<file path="src/hw/rtl/ccsp_pkg.sv">
// ----------------------------------------------------------------------------
// ccsp_pkg
// Widths, header codes and the command type passed from front to back.
// ----------------------------------------------------------------------------
package ccsp_pkg;

    localparam int WORD_W    = 32;
    localparam int OFS_W     = 12;
    localparam int METHOD_W  = 12;
    localparam int CLASS_W   = 10;
    localparam int MASK_W    = 16;
    localparam int CNT_W     = 16;
    localparam int IDX_W     = $clog2(MASK_W);
    localparam int MODE_W    = 4;
    localparam int MODE_LSB  = 28;
    localparam int OFS_LSB   = 16;
    localparam int VAL_W     = 16;
    localparam int IMM_W     = 12;
    localparam int SC_MASK_W = 6;
    localparam int QDEPTH    = 2;
    localparam int QPTR_W    = $clog2(QDEPTH);

    typedef logic [MODE_W-1:0] mode_t;

    localparam mode_t MODE_SET_CLASS = 4'd0;
    localparam mode_t MODE_INCR      = 4'd1;
    localparam mode_t MODE_NONINCR   = 4'd2;
    localparam mode_t MODE_MASK      = 4'd3;
    localparam mode_t MODE_IMM       = 4'd4;

    typedef enum logic [2:0] {
        CMD_NOP,
        CMD_MASK_DATA,
        CMD_COUNT_DATA,
        CMD_SET_CLASS,
        CMD_INCR,
        CMD_NONINCR,
        CMD_MASK,
        CMD_IMM
    } cmd_kind_t;

    typedef struct packed {
        cmd_kind_t          kind;
        logic [IDX_W-1:0]   bit_idx;
        logic [WORD_W-1:0]  word;
    } cmd_t;

endpackage

</file>
<file path="src/hw/rtl/ccsp_front.sv">
// ----------------------------------------------------------------------------
// ccsp_front
// Accepts stream words, tracks what is pending and classifies each word.
// ----------------------------------------------------------------------------
module ccsp_front (
    input  logic                     aclk,
    input  logic                     aresetn,
    input  logic                     s_valid,
    output logic                     s_ready,
    input  logic [ccsp_pkg::WORD_W-1:0] s_word,
    input  logic                     q_full,
    output logic                     q_push,
    output ccsp_pkg::cmd_t           q_cmd
);

    logic [ccsp_pkg::MASK_W-1:0] mask_reg, mask_next;
    logic [ccsp_pkg::CNT_W-1:0]  count_reg, count_next;
    logic [ccsp_pkg::IDX_W-1:0]  low_idx;
    ccsp_pkg::mode_t             mode;
    logic                        accept;

    assign s_ready = !q_full;
    assign accept  = s_valid && s_ready;
    assign mode    = s_word[ccsp_pkg::MODE_LSB +: ccsp_pkg::MODE_W];

    // priority encoder, lowest set bit wins
    always_comb begin
        low_idx = '0;
        for (int i = ccsp_pkg::MASK_W - 1; i >= 0; i--) begin
            if (mask_reg[i]) begin
                low_idx = ccsp_pkg::IDX_W'(i);
            end
        end
    end

    always_comb begin
        mask_next       = mask_reg;
        count_next      = count_reg;
        q_cmd.kind      = ccsp_pkg::CMD_NOP;
        q_cmd.bit_idx   = low_idx;
        q_cmd.word      = s_word;
        if (mask_reg != '0) begin
            q_cmd.kind = ccsp_pkg::CMD_MASK_DATA;
            if (accept) begin
                mask_next[low_idx] = 1'b0;
            end
        end else if (count_reg != '0) begin
            q_cmd.kind = ccsp_pkg::CMD_COUNT_DATA;
            if (accept) begin
                count_next = count_reg - 1'b1;
            end
        end else begin
            case (mode)
                ccsp_pkg::MODE_SET_CLASS: begin
                    q_cmd.kind = ccsp_pkg::CMD_SET_CLASS;
                    if (accept) begin
                        mask_next = ccsp_pkg::MASK_W'(s_word[ccsp_pkg::SC_MASK_W-1:0]);
                    end
                end
                ccsp_pkg::MODE_INCR: begin
                    q_cmd.kind = ccsp_pkg::CMD_INCR;
                    if (accept) begin
                        count_next = s_word[ccsp_pkg::VAL_W-1:0];
                    end
                end
                ccsp_pkg::MODE_NONINCR: begin
                    q_cmd.kind = ccsp_pkg::CMD_NONINCR;
                    if (accept) begin
                        count_next = s_word[ccsp_pkg::VAL_W-1:0];
                    end
                end
                ccsp_pkg::MODE_MASK: begin
                    q_cmd.kind = ccsp_pkg::CMD_MASK;
                    if (accept) begin
                        mask_next = s_word[ccsp_pkg::VAL_W-1:0];
                    end
                end
                ccsp_pkg::MODE_IMM: begin
                    q_cmd.kind = ccsp_pkg::CMD_IMM;
                end
                default: begin
                    q_cmd.kind = ccsp_pkg::CMD_NOP;
                end
            endcase
        end
    end

    // unknown headers are dropped here and never reach the back end
    assign q_push = accept && (q_cmd.kind != ccsp_pkg::CMD_NOP);

    always_ff @(posedge aclk) begin
        if (!aresetn) begin
            mask_reg  <= '0;
            count_reg <= '0;
        end else begin
            mask_reg  <= mask_next;
            count_reg <= count_next;
        end
    end

endmodule

</file>
<file path="src/hw/rtl/ccsp_queue.sv">
// ----------------------------------------------------------------------------
// ccsp_queue
// Short command queue between the classifier and the executor.
// ----------------------------------------------------------------------------
module ccsp_queue (
    input  logic           aclk,
    input  logic           aresetn,
    input  logic           push,
    input  ccsp_pkg::cmd_t push_cmd,
    output logic           full,
    input  logic           pop,
    output logic           q_valid,
    output ccsp_pkg::cmd_t q_cmd
);

    ccsp_pkg::cmd_t                mem [ccsp_pkg::QDEPTH];
    logic [ccsp_pkg::QPTR_W-1:0]   wr_ptr_reg, wr_ptr_next;
    logic [ccsp_pkg::QPTR_W-1:0]   rd_ptr_reg, rd_ptr_next;
    logic [ccsp_pkg::QPTR_W:0]     count_reg, count_next;
    logic                          do_push, do_pop;

    assign full    = (count_reg == (ccsp_pkg::QPTR_W + 1)'(ccsp_pkg::QDEPTH));
    assign q_valid = (count_reg != '0);
    assign q_cmd   = mem[rd_ptr_reg];
    assign do_push = push && !full;
    assign do_pop  = pop && q_valid;

    always_comb begin
        wr_ptr_next = wr_ptr_reg;
        rd_ptr_next = rd_ptr_reg;
        count_next  = count_reg;
        if (do_push) begin
            wr_ptr_next = (wr_ptr_reg == ccsp_pkg::QPTR_W'(ccsp_pkg::QDEPTH - 1)) ?
                          '0 : wr_ptr_reg + 1'b1;
        end
        if (do_pop) begin
            rd_ptr_next = (rd_ptr_reg == ccsp_pkg::QPTR_W'(ccsp_pkg::QDEPTH - 1)) ?
                          '0 : rd_ptr_reg + 1'b1;
        end
        case ({do_push, do_pop})
            2'b10:   count_next = count_reg + 1'b1;
            2'b01:   count_next = count_reg - 1'b1;
            default: count_next = count_reg;
        endcase
    end

    always_ff @(posedge aclk) begin
        if (do_push) begin
            mem[wr_ptr_reg] <= push_cmd;
        end
    end

    always_ff @(posedge aclk) begin
        if (!aresetn) begin
            wr_ptr_reg <= '0;
            rd_ptr_reg <= '0;
            count_reg  <= '0;
        end else begin
            wr_ptr_reg <= wr_ptr_next;
            rd_ptr_reg <= rd_ptr_next;
            count_reg  <= count_next;
        end
    end

endmodule

</file>
<file path="src/hw/rtl/ccsp_back.sv">
// ----------------------------------------------------------------------------
// ccsp_back
// Executes classified commands: offset and class state, method write output.
// ----------------------------------------------------------------------------
module ccsp_back (
    input  logic                          aclk,
    input  logic                          aresetn,
    input  logic                          q_valid,
    input  ccsp_pkg::cmd_t                q_cmd,
    output logic                          q_pop,
    output logic                          m_valid,
    input  logic                          m_ready,
    output logic [ccsp_pkg::CLASS_W-1:0]  m_target_class,
    output logic [ccsp_pkg::METHOD_W-1:0] m_method,
    output logic [ccsp_pkg::WORD_W-1:0]   m_payload
);

    logic [ccsp_pkg::OFS_W-1:0]    base_reg, base_next;
    logic                          auto_inc_reg, auto_inc_next;
    logic [ccsp_pkg::CLASS_W-1:0]  class_reg, class_next;
    logic                          m_valid_reg, m_valid_next;
    logic [ccsp_pkg::CLASS_W-1:0]  m_class_reg, m_class_next;
    logic [ccsp_pkg::METHOD_W-1:0] m_method_reg, m_method_next;
    logic [ccsp_pkg::WORD_W-1:0]   m_payload_reg, m_payload_next;
    logic [ccsp_pkg::OFS_W-1:0]    hdr_ofs;
    logic [ccsp_pkg::OFS_W-1:0]    mask_method;

    // output register free or draining this cycle
    assign q_pop       = q_valid && (!m_valid_reg || m_ready);
    assign hdr_ofs     = q_cmd.word[ccsp_pkg::OFS_LSB +: ccsp_pkg::OFS_W];
    assign mask_method = base_reg + ccsp_pkg::OFS_W'(q_cmd.bit_idx);

    always_comb begin
        base_next      = base_reg;
        auto_inc_next  = auto_inc_reg;
        class_next     = class_reg;
        m_valid_next   = m_valid_reg && !m_ready;
        m_class_next   = m_class_reg;
        m_method_next  = m_method_reg;
        m_payload_next = m_payload_reg;
        if (q_pop) begin
            case (q_cmd.kind)
                ccsp_pkg::CMD_MASK_DATA: begin
                    m_valid_next   = 1'b1;
                    m_class_next   = class_reg;
                    m_method_next  = ccsp_pkg::METHOD_W'(mask_method);
                    m_payload_next = q_cmd.word;
                end
                ccsp_pkg::CMD_COUNT_DATA: begin
                    m_valid_next   = 1'b1;
                    m_class_next   = class_reg;
                    m_method_next  = ccsp_pkg::METHOD_W'(base_reg);
                    m_payload_next = q_cmd.word;
                    if (auto_inc_reg) begin
                        base_next = base_reg + 1'b1;
                    end
                end
                ccsp_pkg::CMD_SET_CLASS: begin
                    base_next  = hdr_ofs;
                    class_next = q_cmd.word[ccsp_pkg::SC_MASK_W +: ccsp_pkg::CLASS_W];
                end
                ccsp_pkg::CMD_INCR: begin
                    base_next     = hdr_ofs;
                    auto_inc_next = 1'b1;
                end
                ccsp_pkg::CMD_NONINCR: begin
                    base_next     = hdr_ofs;
                    auto_inc_next = 1'b0;
                end
                ccsp_pkg::CMD_MASK: begin
                    base_next = hdr_ofs;
                end
                ccsp_pkg::CMD_IMM: begin
                    base_next      = hdr_ofs;
                    m_valid_next   = 1'b1;
                    m_class_next   = class_reg;
                    m_method_next  = ccsp_pkg::METHOD_W'(hdr_ofs);
                    m_payload_next = ccsp_pkg::WORD_W'(q_cmd.word[ccsp_pkg::IMM_W-1:0]);
                end
                default: begin
                    base_next = base_reg;
                end
            endcase
        end
    end

    always_ff @(posedge aclk) begin
        if (!aresetn) begin
            base_reg     <= '0;
            auto_inc_reg <= 1'b0;
            class_reg    <= '0;
            m_valid_reg  <= 1'b0;
        end else begin
            base_reg     <= base_next;
            auto_inc_reg <= auto_inc_next;
            class_reg    <= class_next;
            m_valid_reg  <= m_valid_next;
        end
    end

    always_ff @(posedge aclk) begin
        m_class_reg   <= m_class_next;
        m_method_reg  <= m_method_next;
        m_payload_reg <= m_payload_next;
    end

    assign m_valid        = m_valid_reg;
    assign m_target_class = m_class_reg;
    assign m_method       = m_method_reg;
    assign m_payload      = m_payload_reg;

endmodule

</file>
<file path="src/hw/rtl/channel_command_stream_parser.sv">
// An accepted word passes through the command queue and the output register before its method write shows on m_valid.
// One word per cycle, sustained while m_ready stays high.
// The two-entry command queue lets the front keep accepting while a result waits.
// Reset (aresetn low, synchronous) clears pending mask/count, base offset,
// increment mode, selected class, the queue and the output valid.
// ----------------------------------------------------------------------------
// channel_command_stream_parser
// Command stream parser: headers load state, data words become method writes.
// ----------------------------------------------------------------------------
module channel_command_stream_parser (
    input  logic                          aclk,
    input  logic                          aresetn,
    input  logic                          s_valid,
    output logic                          s_ready,
    input  logic [ccsp_pkg::WORD_W-1:0]   s_word,
    output logic                          m_valid,
    input  logic                          m_ready,
    output logic [ccsp_pkg::CLASS_W-1:0]  m_target_class,
    output logic [ccsp_pkg::METHOD_W-1:0] m_method,
    output logic [ccsp_pkg::WORD_W-1:0]   m_payload
);

    ccsp_pkg::cmd_t push_cmd;
    ccsp_pkg::cmd_t head_cmd;
    logic           push;
    logic           full;
    logic           pop;
    logic           head_valid;

    ccsp_front u_front (
        .aclk    (aclk),
        .aresetn (aresetn),
        .s_valid (s_valid),
        .s_ready (s_ready),
        .s_word  (s_word),
        .q_full  (full),
        .q_push  (push),
        .q_cmd   (push_cmd)
    );

    ccsp_queue u_queue (
        .aclk     (aclk),
        .aresetn  (aresetn),
        .push     (push),
        .push_cmd (push_cmd),
        .full     (full),
        .pop      (pop),
        .q_valid  (head_valid),
        .q_cmd    (head_cmd)
    );

    ccsp_back u_back (
        .aclk           (aclk),
        .aresetn        (aresetn),
        .q_valid        (head_valid),
        .q_cmd          (head_cmd),
        .q_pop          (pop),
        .m_valid        (m_valid),
        .m_ready        (m_ready),
        .m_target_class (m_target_class),
        .m_method       (m_method),
        .m_payload      (m_payload)
    );

endmodule

</file>
<file path="config.mk">
export PLATFORM = sky130hd
export DESIGN_NAME = channel_command_stream_parser
export DESIGN_NICKNAME = d
export VERILOG_FILES = /design/src/hw/rtl/ccsp_pkg.sv /design/src/hw/rtl/ccsp_front.sv /design/src/hw/rtl/ccsp_queue.sv /design/src/hw/rtl/ccsp_back.sv /design/src/hw/rtl/channel_command_stream_parser.sv
export SDC_FILE = /design/constraint.sdc
export NUM_CORES = 1
export LEC_CHECK = 0
export BUFFER_PORTS_ARGS = -buffer_cell sky130_fd_sc_hd__buf_2
export CAP_MARGIN = 20
export CORE_ASPECT_RATIO = 1.4
export CORE_UTILIZATION = 45
export CTS_BUF_LIST = sky130_fd_sc_hd__clkbuf_2 sky130_fd_sc_hd__clkbuf_4 sky130_fd_sc_hd__clkbuf_8
export CTS_CLUSTER_DIAMETER = 40
export DETAILED_ROUTE_END_ITERATION = 10
export PLACE_DENSITY = 0.7
export SYNTH_ARGS = -nofsm -noshare
export SYNTH_HDL_FRONTEND = slang
export SYNTH_HIERARCHICAL = 1
export SYNTH_SLANG_ARGS = --single-unit
</file>
<file path="constraint.sdc">
create_clock -name aclk -period 8.4 [get_ports aclk]
set_clock_uncertainty 0.1 [all_clocks]
set_input_delay 0.84 -clock aclk [delete_from_list [all_inputs] [get_ports aclk]]
set_output_delay 0.84 -clock aclk [all_outputs]
set_load 0.1 [all_outputs]
</file>
[Word-level counts from Yosys, hierarchy flattened]
Memories as Yosys holds them, arrays and structs flattened. A register that Yosys moved wholly into a read port is not among the register bits.
Cells that the tools add are included.
Cells by class
  magnitude comparators: 2
  reduce and logical (&&, ||, !) cells: 35
  multiply operators: 0
  bitwise gates (word level): 3
  add/sub/neg operators: 7
  shift-type cells: 0
  eq/ne operators: 19
  divide/modulo/power cells: 0
  mux-type cells: 44
Operator list (number)
  $mux 16: 8
  $mux 4: 16
  $pmux 32 s2: 1
  $pmux 12 s3: 1
  $pmux 16 s2: 1
  $reduce_bool 16->1: 2
  $pmux 12 s2: 1
  $and 16x16->16: 1
  $not 16->16: 1
  $sub 16x1->16 const B: 1
  $pmux 3 s5: 1
  $add 12x1->12 const B: 1
  $add 12x4->12: 1
  $eq 3x3->1 const B: 4
  $mux 12: 1
  $reduce_bool 2->1: 6
  $ne 2x1->1 const B: 5
  $reduce_and 2->1: 5
  $mux 1: 9
  $reduce_bool 3->1: 3
  $eq 4x2->1 const B: 2
  $logic_and 1x1->1: 7
  $eq 3x2->1 const B: 2
  $mux 3: 2
  other kinds (22): 28
Storage, ports and cells
  bits in latches: 0
  output and inout port bits: 56
  RAM bits: 78
  input bits: 36
  flip-flop bits (word level): 114
  memory bits (read-only): 0
  memories: 1
Memory list
  u_queue.mem: words 2, bits a word 39, rd ports 1, clocked after Yosys merged registers in 1, write ports 1, RTL line ccsp_queue.sv:16  | ccsp_pkg::cmd_t mem [ccsp_pkg::QDEPTH];

[Longest topological paths before layout]
Gate-level depths: netlist of the first run.
  word-level depth: 24
  mapped depth: 14

[Hierarchy]
Netlist of the first run, hierarchy kept.
By module, submodules not included
  ccsp_back: seq. area each 2102.0 sq um, cells an instance 306, area each 3558.4 sq um, times used 1
  ccsp_queue: seq. area each 2442.3 sq um, cells an instance 147, area each 3042.9 sq um, times used 1
  ccsp_front: seq. area each 640.6 sq um, cells an instance 298, area each 2333.5 sq um, times used 1

[Worst setup path after synthesis of the first run]
OpenSTA, ideal clock, no wires.
  path kind: flip-flop to flip-flop
  start point: register u_front/count_reg[6] (netlist name)
  end point: memory u_queue/mem[0][0] (netlist name) (enable)
  clock period less this slack: 3.768 ns
  data arrival time: 3.275 ns
  cell stages (with the launch flop): 10
  setup slack: 4.632 ns
  library setup time: 0.394 ns
  cells stage by stage: dfxtp_1 -> or4_4 -> buf_6 -> nor3_1 -> nand3_1 -> nor4b_1 -> o31a_1 -> inv_1 -> or3_1 -> inv_1
RTL lines
  start: declaration: RTL line ccsp_front.sv:17  | logic [ccsp_pkg::CNT_W-1:0] count_reg, count_next;
  start signal: assignment: RTL line ccsp_front.sv:97  | count_reg <= count_next;
  end: declaration: RTL line ccsp_queue.sv:16

==> qor.txt, run 1 <==
P&R area growth vs syn - 8.78%
cts bufs inserted - 17
grt met3 use - 0.0347
WP buf/inv - 3
worst skew pair latency - 0.45 ns
final setup vio count - 0
relative slew slack - 0.366
Final Max Tran Viols - 0
Antenna Violating Nets Remaining - 0
post-synthesis sequential area ratio - 0.580
remaining global-route overflow - 0
final WL - 19300 µm
hpwl dp - 13300 µm
#FFs+latches synth - 193
Pre-Repair DR Iteration Count - 7
Hold Crit Class - reg2reg
Post-Synth Adder-Cell Area - 0.0120
WS Path Type - reg2reg
TritonCTS sink count - 193
syn avg cell area - 11.9 µm²
clock-pin slew of the registers on the worst-case setup and hold paths - 0.10 ns
initial antenna violation count - 0
vias in the first global route - 5703
Post-synth ARST share - 0
Reg2Reg Depth - 9
Die Y-Extent - 169 µm
CP Depth - 9
All-Layer GR Usage - 0.192
DR iter-0 viols - 456
Synth top area share - 0.444
crit path time final - 3.91 ns
Hold Startpoint - u_back/class_reg[5]$_SDFFE_PN0P_
CTS Hold Bufs - 0
R2R setup slack - 4.49 ns
RSZ-0062 raised after global routing - no
CTS tree - yes
launch point of the worst reg-to-reg path - u_front/count_reg[6]$_SDFFE_PN0P_
Rows - 60
Mapped Area - 8930 µm²
routability cong. - 0.870
Mapped Cells - 751
worst hold path depth - 0
IO Port Bufs - 91
top cells by count, synth - edfxtp_1 (132), dfxtp_1 (61), nor2_1 (42), mux2_2 (39), o21ai_0 (37)
diode count - 0
Min-Delay Endpoint - u_back/m_target_class[5]$_DFFE_PP_
setup_tns - 0 ns
Req. time, crit path - 8.39 ns
post-cts resize count - 0
first-pass GRT wire length - 30100 µm
synth top area cells - edfxtp_1 (44%), dfxtp_1 (14%), mux2_2 (4.9%)
f_max - 256 MHz
Final period util - 0.466
Setup Buffers After CTS - 0
most common cell in the netlist - edfxtp_1
terminus of the critical flop-to-flop path - u_queue/mem[0][9]$_DFFE_PP_
most used cell, CP - inv_1
largest net degree at the start of global routing - 55
CP peak stage delay - 0.62 ns
Max-cap violations - 0
Root Buffer Master - clkbuf_8
Layout Nets - 841
Synth Area in Compound Gates - 0.134
CP endpoint kind - register
cell chain of the critical path - or4_4 > nor3_1 > nand3_1 > nor4b_1 > o31a_1 > inv_1 > or3_1 > inv_1 > buf_4
share of cells above drive strength 1 - 0.235
crit path max fanout - 39
syn_nets - 795
die width - 121 µm
DIE AREA - 20400 µm²
critical path's top delay family - simple AND/OR/NAND/NOR gates
top cell type by total area after synthesis - edfxtp_1
CP startpoint kind - register
Yosys cell types - 75
largest family of logic cells by synthesized area - simple AND/OR/NAND/NOR gates
Max clock buf depth - 2
EDFF count, synth - 132
H-tree Lvls - 4
core footprint - 19400 µm²
vias - 6127
DRC - 0
mux contribution to synthesized area - 0.0648
Ys Warns - 6
wire per inst - 18.3 µm
critical-path cell with the highest stage delay - or4_4
Hold Vio Cnt, Final - 0
max FFs per register - 78
initial core utilization - 0.461
status - finished, final reports clean
Top FF cell, synth - edfxtp_1
Post-Synth Simple-Gate Area - 0.143
worst endpoint data arrival time - 3.90 ns
worst slew pin tran - 0.946 ns
GRT Max-Usage Layer - met2
met2 GRT Util - 0.342
IO Count - 92
Post-Synth XOR/XNOR Area - 0.00686
grt met1 use - 0.232
Via density - 5.79
cell type report:
| class | count | area [µm²] |
|---|---|---|
| fillers | 1771 | 9650 |
| flip-flops and latches | 193 | 5190 |
| multi-input cells | 468 | 3240 |
| repair buffers | 95 | 498 |
| well taps | 248 | 310 |
| clock buffers | 19 | 255 |
| clock inverters | 13 | 150 |
| inverters | 22 | 82.6 |
metrics by stage:
stage | instances | utilization | hold WS (ns) | area, µm² | setup slack [ns]
after floorplan | 751 | - | 0.308 | 8930 | 4.63
after global placement | 1025 | 0.480 | 0.316 | 9290 | 4.38
after detailed placement | 1025 | 0.480 | 0.320 | 9290 | 4.22
after CTS | 1057 | 0.501 | 0.345 | 9700 | 4.19
after global routing | 1058 | 0.502 | 0.359 | 9720 | 4.28
final | 1058 | 0.502 | 0.346 | 9720 | 4.49
cells by family (layout without fill, tap and decap cells):
group,count (synthesis),after routing
mux,53,53
flops,193,193
compound gates,172,172
xor+xnor,7,7
buf+inv,90,149
simple gates,228,228
fa+ha+maj,8,8
layout by cell type (no fill, tap or decap), drive strengths merged, types with 6 or more instances in the layout:
cell type	instances
inv	27
nor3	14
buf	95
a32o	6
nand3	16
clkbuf	19
and2	31
o31ai	12
or2	6
edfxtp	132
o311ai	7
a22oi	10
o21a	7
nand2	33
nor2	42
mux2i	14
a21oi	29
nor4	11
ha	7
dfxtp	61
and3	7
nand4	13
o211ai	11
o21ai	38
mux2	39
or3	16
or4	17
a31oi	8
nor2b	7
a21boi	6
layer usage:
layer	share of wire	wire [µm]
met2	0.53	10200
met3	0.041	797
met1	0.42	8050
met4	0.015	281
met5	0	0
worst max path at each step:
stage | slack (ns) | start | end
finish | 4.49 | u_front/count_reg[6]$_SDFFE_PN0P_ | u_queue/mem[0][9]$_DFFE_PP_
global route | 4.28 | u_front/count_reg[6]$_SDFFE_PN0P_ | u_queue/mem[0][7]$_DFFE_PP_
CTS | 4.19 | register | u_back/m_payload[3]$_DFFE_PP_
detailed placement | 4.22 | register | u_back/m_payload[3]$_DFFE_PP_
global placement | 4.38 | register | u_back/m_payload[2]$_DFFE_PP_
floorplan | 4.63 | u_front/count_reg[6]$_SDFFE_PN0P_ | u_queue/mem[0][0]$_DFFE_PP_
Power of run 1 is left out: the tool's default activity adds up to more than one toggle a clock period on the data nets, which glitch-free logic cannot reach.
==> inputs of run 2 (changes only) <==
- clock period: 8.4 -> 3.7 ns (I/O delays scaled with it)
==> run 2 against run 1 <==
Compared with the run above:
- first-iteration DRC count shrank 15%
- via count up 0.46%
- utilization grew 1.4 points
- die area did not move
- setup slack lost 4.1 ns
- critical path depth grew 1
- non-clock buffer count grew 29
- global-route usage grew 0.65 points
- routed wire length grew 2.5%
- final cell count grew 2.7%
- highest routed layer unchanged
==> qor.txt, run 2 (same netlist as run 1, synthesis figures left out) <==
H-tree Lvls - 4 (unchanged)
routability cong. - 0.879 (+0.97%)
vias in the first global route - 5915 (+3.7%)
hpwl dp - 14100 µm (+5.9%)
clock-pin slew of the registers on the worst-case setup and hold paths - 0.10 ns (about the same)
final setup vio count - 0 (unchanged)
placed instance area - 9450 µm² (+1.6%)
worst skew pair latency - 0.45 ns (about the same)
crit path max fanout - 13 (-67%)
relative slew slack - 0.442 (+0.0761)
Final Max Tran Viols - 0 (unchanged)
most used cell, CP - buf_4
Die Y-Extent - 169 µm (unchanged)
Layout Nets - 870 (+3.4%)
Rows - 60 (unchanged)
CP startpoint kind - register
Max-cap violations - 0 (unchanged)
final WL - 19800 µm (+2.5%)
final non-filler cell area - 9980 µm² (+2.7%)
Antenna Violating Nets Remaining - 0 (unchanged)
max FFs per register - 78 (unchanged)
wire per inst - 18.2 µm (-0.22%)
TritonCTS sink count - 193 (unchanged)
cell chain of the critical path - or4_4 > nor3_1 > nand3_1 > buf_4 > o21ai_0 > o31a_1 > inv_1 > or3_1 > clkinvlp_4 > buf_4
setup_tns - 0 ns (unchanged)
most frequent cells in the layout - edfxtp_1 (132), buf_2 (91), dfxtp_1 (60)
cts bufs inserted - 17 (unchanged)
Req. time, crit path - 3.75 ns (-4.64 ns)
largest net degree at the start of global routing - 37 (-33%)
critical-path cell with the highest stage delay - or4_4
DR iter-0 viols - 389 (-15%)
f_max - 299 MHz (+17%)
Final period util - 0.902 (+0.437)
All-Layer GR Usage - 0.199 (+0.00652)
Root Buffer Master - clkbuf_8
worst slew pin tran - 0.834 ns (-0.112 ns)
Pre-Repair DR Iteration Count - 4 (-3)
initial core utilization - 0.461 (unchanged)
P&R area growth vs syn - 11.7%
status - finished, final reports clean
R2R setup slack - 0.36 ns (-4.13 ns)
initial antenna violation count - 0 (unchanged)
core footprint - 19400 µm² (unchanged)
first-pass GRT wire length - 31000 µm (+2.9%)
RSZ-0062 raised after global routing - no
Via density - 5.66 (-2.2%)
Hold Crit Class - in2reg
vias - 6155 (+0.46%)
Max clock buf depth - 2 (unchanged)
CP endpoint kind - register
CTS tree - yes
IO Count - 92 (unchanged)
DIE AREA - 20400 µm² (unchanged)
DRC - 0 (unchanged)
worst endpoint data arrival time - 3.39 ns (-0.51 ns)
die width - 121 µm (unchanged)
CP peak stage delay - 0.62 ns (about the same)
share of cells above drive strength 1 - 0.248 (+0.0133)
remaining global-route overflow - 0 (unchanged)
post-cts resize count - 0 (unchanged)
WS Path Type - reg2reg
diode count - 0 (unchanged)
IO Port Bufs - 91 (unchanged)
commonest non-fill, non-tap cell in the layout - edfxtp_1
Hold Vio Cnt, Final - 0 (unchanged)
crit path time final - 3.34 ns (-0.571 ns)
run 2: cell types whose count changed in the layout (fill, tap and decap cells not counted), moves of 2 or more:
cell and delta:
buf_4 +17, inv_6 -2, dlygate4sd3_1 +12, inv_8 +2
run 2: worst paths after layout:
check / startpoint / end / cells after the start
worst max-delay path: u_front/count_reg[6]$_SDFFE_PN0P_ / u_queue/mem[0][4]$_DFFE_PP_ / 10
worst min-delay path: s_word[6] / u_queue/mem[1][6]$_DFFE_PP_ / 1
worst max register to register: u_front/count_reg[6]$_SDFFE_PN0P_ / u_queue/mem[0][4]$_DFFE_PP_ / 10
worst min register to register: u_back/class_reg[1]$_SDFFE_PN0P_ / u_back/m_target_class[1]$_DFFE_PP_ / 0
run 2: routing by layer:
| layer | GRT usage | wire length, µm | vias up |
|---|---|---|---|
| met1 | 0.228 | 8120 | 3000 |
| li1 | - | - | 2980 |
| met2 | 0.363 | 10600 | 146 |
| met5 | 0 | 0 | - |
| met4 | 0.0714 | 394 | 0 |
| met3 | 0.0361 | 653 | 29 |
run 2: per-stage QoR:
step	setup WS, ns	hold slack, ns	instances	utilization
global route	0.174	0.0242	1087	0.515
floorplan	0.102	0.308	751	-
detailed placement	0.395	0.325	1043	0.488
global placement	0.462	0.312	1043	0.488
finish	0.361	0.0621	1087	0.515
CTS	0.366	0.0320	1087	0.515
run 2: area by class of cell:
class / count / area [µm²]
inverter: 22 / 86.3
tap: 248 / 310
sequential: 193 / 5190
multi-input combinational: 468 / 3240
timing repair buffer: 124 / 746
clock inverter: 14 / 175
fill: 1733 / 9390
clock buffer: 18 / 241
run 2: critical path, delay by kind of cell, from the launching register on:
kind,cells,cell delay (ns)
simple gates,4,1.47
buf+inv,4,0.61
compound gates,2,0.50
flops,1,0.36
run 2: repair_timing:
item                                    CTS  global route
endpoints found under the hold margin    24             0
setup buffers                             0             0
endpoints found under the setup margin    0             0
hold buffers                             12             0
Power of run 2 is left out for the same reason.
==> inputs of run 3 (changes only) <==
- BUFFER_PORTS_ARGS: -buffer_cell sky130_fd_sc_hd__buf_2 -> -buffer_cell sky130_fd_sc_hd__buf_4
==> run 3 against run 2 <==
Compared with the run above:
- clock-buffer cell count is 3 higher
- first-iteration DRC count is 45% higher
- non-clock buffer count is 7 lower
==> qor.txt, run 3 (same netlist as run 1, synthesis figures left out) <==
diode count - 0 (unchanged)
most frequent cells in the layout - edfxtp_1 (132), buf_4 (101), dfxtp_1 (60)
Setup Buffers After CTS - 0 (unchanged)
Antenna Violating Nets Remaining - 0 (unchanged)
CP endpoint kind - register
worst slew pin tran - 0.894 ns (+0.0594 ns)
relative slew slack - 0.402 (-0.0407)
vias in the first global route - 5923 (+0.14%)
final WL - 19500 µm (-1.8%)
worst endpoint data arrival time - 3.39 ns (about the same)
max FFs per register - 78 (unchanged)
crit path time final - 3.34 ns (+0.000562 ns)
CP peak stage delay - 0.62 ns (about the same)
Rows - 60 (unchanged)
largest net degree at the start of global routing - 55 (+49%)
die width - 121 µm (unchanged)
DIE AREA - 20400 µm² (unchanged)
routability cong. - 0.884 (+0.59%)
final core occ - 0.524 (+0.00885)
first-pass GRT wire length - 30900 µm (-0.36%)
core footprint - 19400 µm² (unchanged)
Final Max Tran Viols - 0 (unchanged)
vias - 6154 (-0.016%)
WP buf/inv - 3 (-1)
Final period util - 0.903 (about the same)
Cell Count Post-Placement - 1034 (-0.86%)
Hold Crit Class - in2reg
R2R setup slack - 0.36 ns (about the same)
setup_tns - 0 ns (unchanged)
Req. time, crit path - 3.75 ns (about the same)
RSZ-0062 raised after global routing - no
Hold Vio Cnt, Final - 0 (unchanged)
crit path max fanout - 39 (+26)
hold_ws - 0.0372 ns (-0.0249 ns)
clock-pin slew of the registers on the worst-case setup and hold paths - 0.09 ns (about the same)
P&R area growth vs syn - 13.6%
DR iter-0 viols - 564 (+45%)
Die Y-Extent - 169 µm (unchanged)
Layout Nets - 863 (-0.80%)
hpwl dp - 13500 µm (-4.2%)
status - finished, final reports clean
Max-cap violations - 0 (unchanged)
worst skew pair latency - 0.46 ns (about the same)
WS Path Type - reg2reg
IO Port Bufs - 91 (unchanged)
remaining global-route overflow - 0 (unchanged)
All-Layer GR Usage - 0.198 (-0.000581)
Via density - 5.70 (+0.63%)
critical path's top delay family - simple AND/OR/NAND/NOR gates
critical-path cell with the highest stage delay - or4_4
cts bufs inserted - 17 (unchanged)
CP startpoint kind - register
Max clock buf depth - 2 (unchanged)
Pre-Repair DR Iteration Count - 6 (+2)
Root Buffer Master - clkbuf_8
CTS tree - yes
DRC - 0 (unchanged)
share of cells above drive strength 1 - 0.239 (-0.00873)
final setup vio count - 0 (unchanged)
f_max - 299 MHz (about the same)
initial core utilization - 0.461 (unchanged)
initial antenna violation count - 0 (unchanged)
wire per inst - 18.0 µm (-1.1%)
final instance count without filler cells - 1080 (-0.64%)
H-tree Lvls - 4 (unchanged)
commonest non-fill, non-tap cell in the layout - edfxtp_1
IO Count - 92 (unchanged)
cell chain of the critical path - or4_4 > nor3_1 > nand3_1 > nor4b_1 > o31a_1 > inv_1 > or3_1 > clkinvlp_4 > buf_12
TritonCTS sink count - 193 (unchanged)
==> run 3: final cells by class <==
| cell class | instances | area (µm²) |
|---|---|---|
| fill | 1689 | 9220 |
| timing repair buffer | 117 | 938 |
| sequential | 193 | 5190 |
| clock inverter | 11 | 131 |
| multi-input combinational | 468 | 3240 |
| clock buffer | 21 | 264 |
| inverter | 22 | 86.3 |
| tap | 248 | 310 |
==> run 3: what timing repair did <==
| action | in CTS | in global routing |
|---|---|---|
| hold buffers | 12 | 2 |
| endpoints found under the hold margin | 24 | 3 |
| setup endpoints to repair | 0 | 0 |
| resized for setup | 0 | 0 |
==> run 3: path summary, 6_finish.rpt <==
check,start,to,cells past startpoint
hold reg to reg,u_back/class_reg[3]$_SDFFE_PN0P_,u_back/m_target_class[3]$_DFFE_PP_,0
setup reg to reg,u_front/count_reg[6]$_SDFFE_PN0P_,u_queue/mem[0][18]$_DFFE_PP_,9
setup / recovery,u_front/count_reg[6]$_SDFFE_PN0P_,u_queue/mem[0][18]$_DFFE_PP_,9
hold / removal,s_word[3],u_queue/mem[1][3]$_DFFE_PP_,1
==> run 3: worst register-to-register path, stage by stage (launching register included) <==
cell        delay (ns)
dfxtp_1           0.35
or4_4             0.62
nor3_1            0.27
nand3_1           0.18
nor4b_1           0.48
o31a_1            0.22
inv_1             0.06
or3_1             0.40
clkinvlp_4        0.11
buf_12            0.23
==> run 3: stage by stage <==
stage | instance area, µm² | setup WS (ns)
4_1_cts | 10100 | 0.371
2_1_floorplan | 8940 | 0.102
3_3_place_gp | 9620 | 0.462
5_1_grt | 10200 | 0.211
3_5_place_dp | 9620 | 0.388
6_report | 10200 | 0.360
==> run 3: per-layer routing <==
layer,track usage,vias up,part of all wire
li1,-,2975,-
met1,0.233,2972,0.40
met2,0.357,180,0.54
met3,0.0334,27,0.043
met4,0.0725,0,0.019
met5,0,-,0
Power of run 3 is left out for the same reason.
